<file path="config.mk">
export PLATFORM = sky130hd
export DESIGN_NAME = algs_ram
export DESIGN_NICKNAME = d
export VERILOG_FILES = /design/src/algs_ram.sv
export SDC_FILE = /design/constraint.sdc
export NUM_CORES = 1
export LEC_CHECK = 0
export BUFFER_PORTS_ARGS = -buffer_cell sky130_fd_sc_hd__clkbuf_2
export CORE_MARGIN = 1.5
export CORE_UTILIZATION = 35
export CTS_CLUSTER_DIAMETER = 120
export DETAILED_ROUTE_END_ITERATION = 6
export GPL_TIMING_DRIVEN = 0
export SLEW_MARGIN = 20
export SYNTH_ARGS = -nofsm -noshare
export SYNTH_HDL_FRONTEND = slang
export SYNTH_SLANG_ARGS = --single-unit
</file>
<file path="constraint.sdc">
create_clock -name clk -period 2.9 [get_ports clk]
set_clock_uncertainty 0.2 [all_clocks]
set_input_delay 0.58 -clock clk [delete_from_list [all_inputs] [get_ports clk]]
set_output_delay 0.58 -clock clk [all_outputs]
set_load 0.005 [all_outputs]
</file>
<file path="src/algs_ram.sv">
// Simple dual-port synchronous RAM with registered read.
module algs_ram #(
    parameter int DEPTH = 16,
    parameter int WIDTH = 8
) (
    input  logic                     clk,
    input  logic                     we,
    input  logic [$clog2(DEPTH)-1:0] waddr,
    input  logic [WIDTH-1:0]         wdata,
    input  logic [$clog2(DEPTH)-1:0] raddr,
    output logic [WIDTH-1:0]         rdata
);

    logic [WIDTH-1:0] mem [DEPTH];

    always_ff @(posedge clk)
    begin
        if (we)
        begin
            mem[waddr] <= wdata;
        end
        rdata <= mem[raddr];
    end

endmodule

</file>
==> results_dict.tcl, run 1 <==
set metrics [dict create \
    syn_nets 247 \
    finalCritPeriodShare 0.703 \
    globalRouteOverflowTotal 0 \
    crit_chain "clkbuf_2 -> or3b_2 -> nor2_1" \
    worstSetupPathType "primary input to register" \
    ys.flop_type "edfxtp_1" \
    rsz0062_at_grt "false" \
    drt_iter0_drc 157 \
    grt_pass1_wl_um 15300 \
    ys_ff_latch 136 \
    cp_max_fo 8 \
    p_per_area_mw_per_mm2 716 \
    synth.distinct_cells 19 \
    p_leak_nw 2.01 \
    crit_arrival_ns 1.88 \
    gp_congestion 0.736 \
    synth_edf_count 128 \
    start_kind "primary input" \
    clockBufferDepth 2 \
    fin_nets 290 \
    htreeDepth 4 \
    fin_area_sq_mm 0.00604 \
    yosysMostFrequentCell "edfxtp_1" \
    cts-root-buf "clkbuf_16" \
    synthTopCellsByCount "edfxtp_1, mux4_2, a22oi_1, mux4_1, nor2_1" \
    cts_buffers 17 \
    detail_route.vias_per_cell 5.10 \
    wirelength_um 10200 \
    tightest_slew_ns 0.825 \
    postCtsSetupBuffers 0 \
    synth_area_sq_mm 0.00515 \
    drive_gt1_frac 0.291 \
    ys_seq_area_frac 0.778 \
    cp.required_ns 2.74 \
    slew_violations 0 \
    critPathMaxStageDelay_ns 0.65 \
    cts_hold_buf 0 \
    setup-violations-final 0 \
    fin_cells 469 \
    grt_max_degree 17 \
    syn_avg_cell_area_sq_um 22.5 \
    dp.cells 437 \
    max_slew_margin 0.448 \
    placed_cell_area_sq_mm 0.00552 \
    die_area_sq_mm 0.0154 \
    num_rows 44 \
    clk_latency_ns 0.41 \
    finish.utilization 0.419 \
    die_w_um 124 \
    grt_pass1_vias 2466 \
    cts_tree "yes" \
    portBuffers 24 \
    ant_nets 0 \
    core_sq_mm 0.0144 \
    hold_class "primary input to register" \
    cts-resized-gates 0 \
    start_util 0.357 \
    first_pass_iters 4 \
    syn2layout_area_growth_pct 17.3 \
    fin_ws_ns 0.862 \
    drc_errors 0 \
    crit_slowest_cell "nor2_1" \
    track_usage 0.141 \
    timing.final.crit_period_ns 2.04 \
    synth_top_area_cell "edfxtp_1" \
    cts.clk_slew.worst_paths_ns 0.06 \
    power.total_mw 4.32 \
    pin_count 26 \
    antenna_found_initial 0 \
    synth_top_area_share 0.747 \
    die_y_um 124 \
    status "finished clean" \
    ys_top_cells_by_area "edfxtp_1, mux4_2, mux4_1, dfxtp_1, a22oi_1" \
    holdWs_ns 0.431 \
    post-place-ws_ns 0.408 \
    wire_per_inst_um 21.8 \
    endpoint_kind "register" \
    antenna_cells 0 \
    hpwl_um 6420 \
    syn_inst 229 \
    async_reset_ff_frac 0 \
    fin_setup_tns_ns 0 \
    hold_viol 0 \
    synth_warnings 0 \
    vdd_ir_drop_max_mv 0.523 \
    dr_total_vias 2394 \
    drv_cap 0 \
    cts.sink_count 136 \
    max_freq_mhz 491 \
]
[placed cells by master (no fill, tap or decap), types with 2 or more instances in the layout]
cell type        netlist  layout
a22oi_1               16      16
buf_2                  3       3
buf_6                  3       3
clkbuf_1               0       2
clkbuf_16              0      17
clkbuf_2               0      24
clkdlybuf4s25_2        3       3
clkinv_1               0       4
clkinv_2               0       7
dfxtp_1                8       8
edfxtp_1             128     128
mux4_1                14      14
mux4_2                18      18
nand2_1                9       9
nand2b_1               2       2
nand3b_1               2       2
nor2_1                13      13
nor3_2                 0       4
[metal layers]
layer,wire (um),track usage
met4,89,0.0406
met3,585,0.0584
met5,0,0
met2,4930,0.214
met1,4640,0.188
[layout make-up]
| class | count | area (sq um) |
|---|---|---|
| fillers | 1292 | 8390 |
| clock inverters | 13 | 87.6 |
| flip-flops and latches | 136 | 4000 |
| repair buffers | 24 | 120 |
| well taps | 184 | 230 |
| clock buffers | 19 | 433 |
| multi-input cells | 83 | 1080 |
| plain buffers | 10 | 86.3 |
[critical path, delay by kind of cell]
family	cells	cell delay [ns]
buf+inv	1	0.12
simple gates	2	1.17
[registers in the layout, indices dropped and copies added, names as in the netlist]
register,cells
mem,128
rdata,8
[path summary, 6_finish.rpt]
path              depth (start not counted)  startpoint  slack, ns    endpoint
hold reg to reg                           3  mem[14][2]       0.47    rdata[2]
setup reg to reg                          3   mem[1][2]       1.13    rdata[2]
setup / recovery                          3    waddr[2]       0.86   mem[3][5]
hold / removal                            1    wdata[6]       0.43  mem[14][6]
[report_power, final]
group	leakage [nW]	switching, mW	internal [mW]
Clock	0.260	0.750	1.15
Combinational	0.523	0.125	0.0868
Sequential	1.22	0.0105	2.20
[cell families (layout without fill, tap and decap cells)]
family | Yosys count | count (layout) | share of synthesized area
flip-flops | 136 | 136 | 0.778
AND/OR/NAND/NOR | 35 | 35 | 0.0318
multiplexers | 32 | 32 | 0.150
AO/OA/AOI/OAI | 16 | 16 | 0.0233
buffers and inverters | 10 | 66 | 0.0168
Power figures use the tool's default switching activity.
==> inputs of run 2 (changes only) <==
clock period = 1.85 ns   (was 2.9 ns; I/O delays follow)
==> run 2 against run 1 <==
Cell area up 1.3%. Total power grew 65%. Critical path depth unchanged. Combinational power increased by 59%. Global-route usage is 0.096 points lower. Worst hold slack got worse by 0.21 ns. Cell count unchanged. Sequential share of layout area shrank 0.88 points. Core utilization increased by 0.56 points. Worst setup slack got worse by 0.79 ns. Sequential power increased by 57%. Largest cell class unchanged. Largest power group unchanged.
==> results_dict.tcl, run 2 (synthesis gave the netlist of run 1 again) <==
set metrics [dict create \
    mostFrequentLayoutCells "edfxtp_1, clkbuf_2, mux4_2" \
    die_area_sq_mm 0.0154 \
    cp_max_fo 1 \
    crit_arrival_ns 1.85 \
    syn2layout_area_growth_pct 18.9 \
    holdWs_ns 0.220 \
    num_rows 44 \
    drc_errors 0 \
    grt_pass1_vias 2514 \
    ant_nets 0 \
    track_usage 0.140 \
    fin_nets 290 \
    gp_congestion 0.768 \
    core_sq_mm 0.0144 \
    dr_total_vias 2420 \
    hpwl_um 6490 \
    vdd_ir_drop_max_mv 0.689 \
    status "finished clean" \
    slew_violations 0 \
    cts-root-buf "clkbuf_16" \
    grt_max_degree 17 \
    cts_buffers 17 \
    clockBufferDepth 2 \
    wirelength_um 10100 \
    max_freq_mhz 564 \
    pin_count 26 \
    reg2reg_slack_ns 0.08 \
    cts.clk_slew.worst_paths_ns 0.06 \
    cp_top_family "multiplexers" \
    drive_gt1_frac 0.309 \
    placed_cell_area_sq_mm 0.00552 \
    globalRouteOverflowTotal 0 \
    hold_viol 0 \
    antenna_found_initial 0 \
    start_kind "register" \
    htreeDepth 4 \
    start_util 0.357 \
    die_w_um 124 \
    timing.final.crit_period_ns 1.77 \
    largest_register_ff_count 128 \
    drt_iter0_drc 193 \
    fin_setup_tns_ns 0 \
    postCtsSetupBuffers 0 \
    fin_area_sq_mm 0.00612 \
    finalCritPeriodShare 0.959 \
    r2r-start "mem[1][1]" \
    wire_per_inst_um 21.6 \
    fin_cells 469 \
    portBuffers 24 \
    crit_start "mem[1][1]" \
    finish.utilization 0.424 \
    crit_slowest_cell "mux4_1" \
    cts_tree "yes" \
    first_pass_iters 5 \
    die_y_um 124 \
    post-place-ws_ns -0.451 \
    regMostFlops "mem" \
    rsz0062_at_grt "false" \
    hold_class "primary input to register" \
    endpoint_kind "register" \
    critPathMaxStageDelay_ns 0.55 \
    drv_cap 0 \
    detail_route.vias_per_cell 5.16 \
    tightest_slew_ns 0.833 \
    cp.required_ns 1.93 \
    setup-violations-final 0 \
    max_slew_margin 0.442 \
    fin_ws_ns 0.0759 \
    cts.sink_count 136 \
    grt_pass1_wl_um 15200 \
    antenna_cells 0 \
    largestRegisters "mem: 128 flops, rdata: 8 flops" \
    worstSetupPathType "register to register" \
    worstHoldStart "wdata[4]" \
    crit_buf_inv 0 \
    p_per_area_mw_per_mm2 1160 \
    crit_chain "mux4_1 -> a22oi_1 -> nand2_1" \
    final_common_cell "edfxtp_1" \
    clk_latency_ns 0.41 \
    power.total_mw 7.12 \
    dp.cells 437 \
    p_leak_nw 2.02 \
]
[run 2: cell count changes in the layout (fill, tap and decap cells not counted), sizes merged]
| cell | before | now |
|---|---|---|
| bufinv | 1 | 3 |
| clkinv | 11 | 6 |
| clkinvlp | 1 | 4 |
[run 2: routing by layer]
| layer | routed length (um) | part of all wire | global-route usage | vias to the layer above |
|---|---|---|---|---|
| met1 | 4360 | 0.43 | 0.191 | 1241 |
| met4 | 131 | 0.013 | 0.0467 | 0 |
| met2 | 4910 | 0.48 | 0.215 | 106 |
| li1 | - | - | - | 1061 |
| met5 | 0 | 0 | 0 | - |
| met3 | 727 | 0.072 | 0.0447 | 12 |
[run 2: final cells by class]
class / count / area [sq um]
plain buffers: 10 / 86.3
well taps: 184 / 230
repair buffers: 24 / 120
fillers: 1246 / 8300
clock buffers: 19 / 433
multi-input cells: 83 / 1090
flip-flops and latches: 136 / 4000
clock inverters: 13 / 155
[run 2: final timing paths]
kind,cells past startpoint,endpoint
setup / recovery,3,rdata[1]
setup reg to reg,3,rdata[1]
hold / removal,1,mem[5][4]
hold reg to reg,3,rdata[3]
[run 2: repair_timing]
| item | 4_1_cts | 5_1_grt |
|---|---|---|
| hold buffers | 0 | 0 |
| endpoints found under the setup margin | 8 | 16 |
| resized for setup | 1 | 3 |
[run 2: worst register-to-register path: cells and delay by family, from the launching register on]
family           cells  cell delay, ns
AO/OA/AOI/OAI        1            0.42
flip-flops           1            0.35
multiplexers         1            0.55
AND/OR/NAND/NOR      1            0.12
[run 2: where the power goes]
part / total [mW] / switching [mW] / internal [mW] / leakage (nW)
registers: 3.46 / 0.0161 / 3.45 / 1.22
clock network: 3.33 / 1.22 / 2.10 / 0.274
logic: 0.335 / 0.198 / 0.137 / 0.525
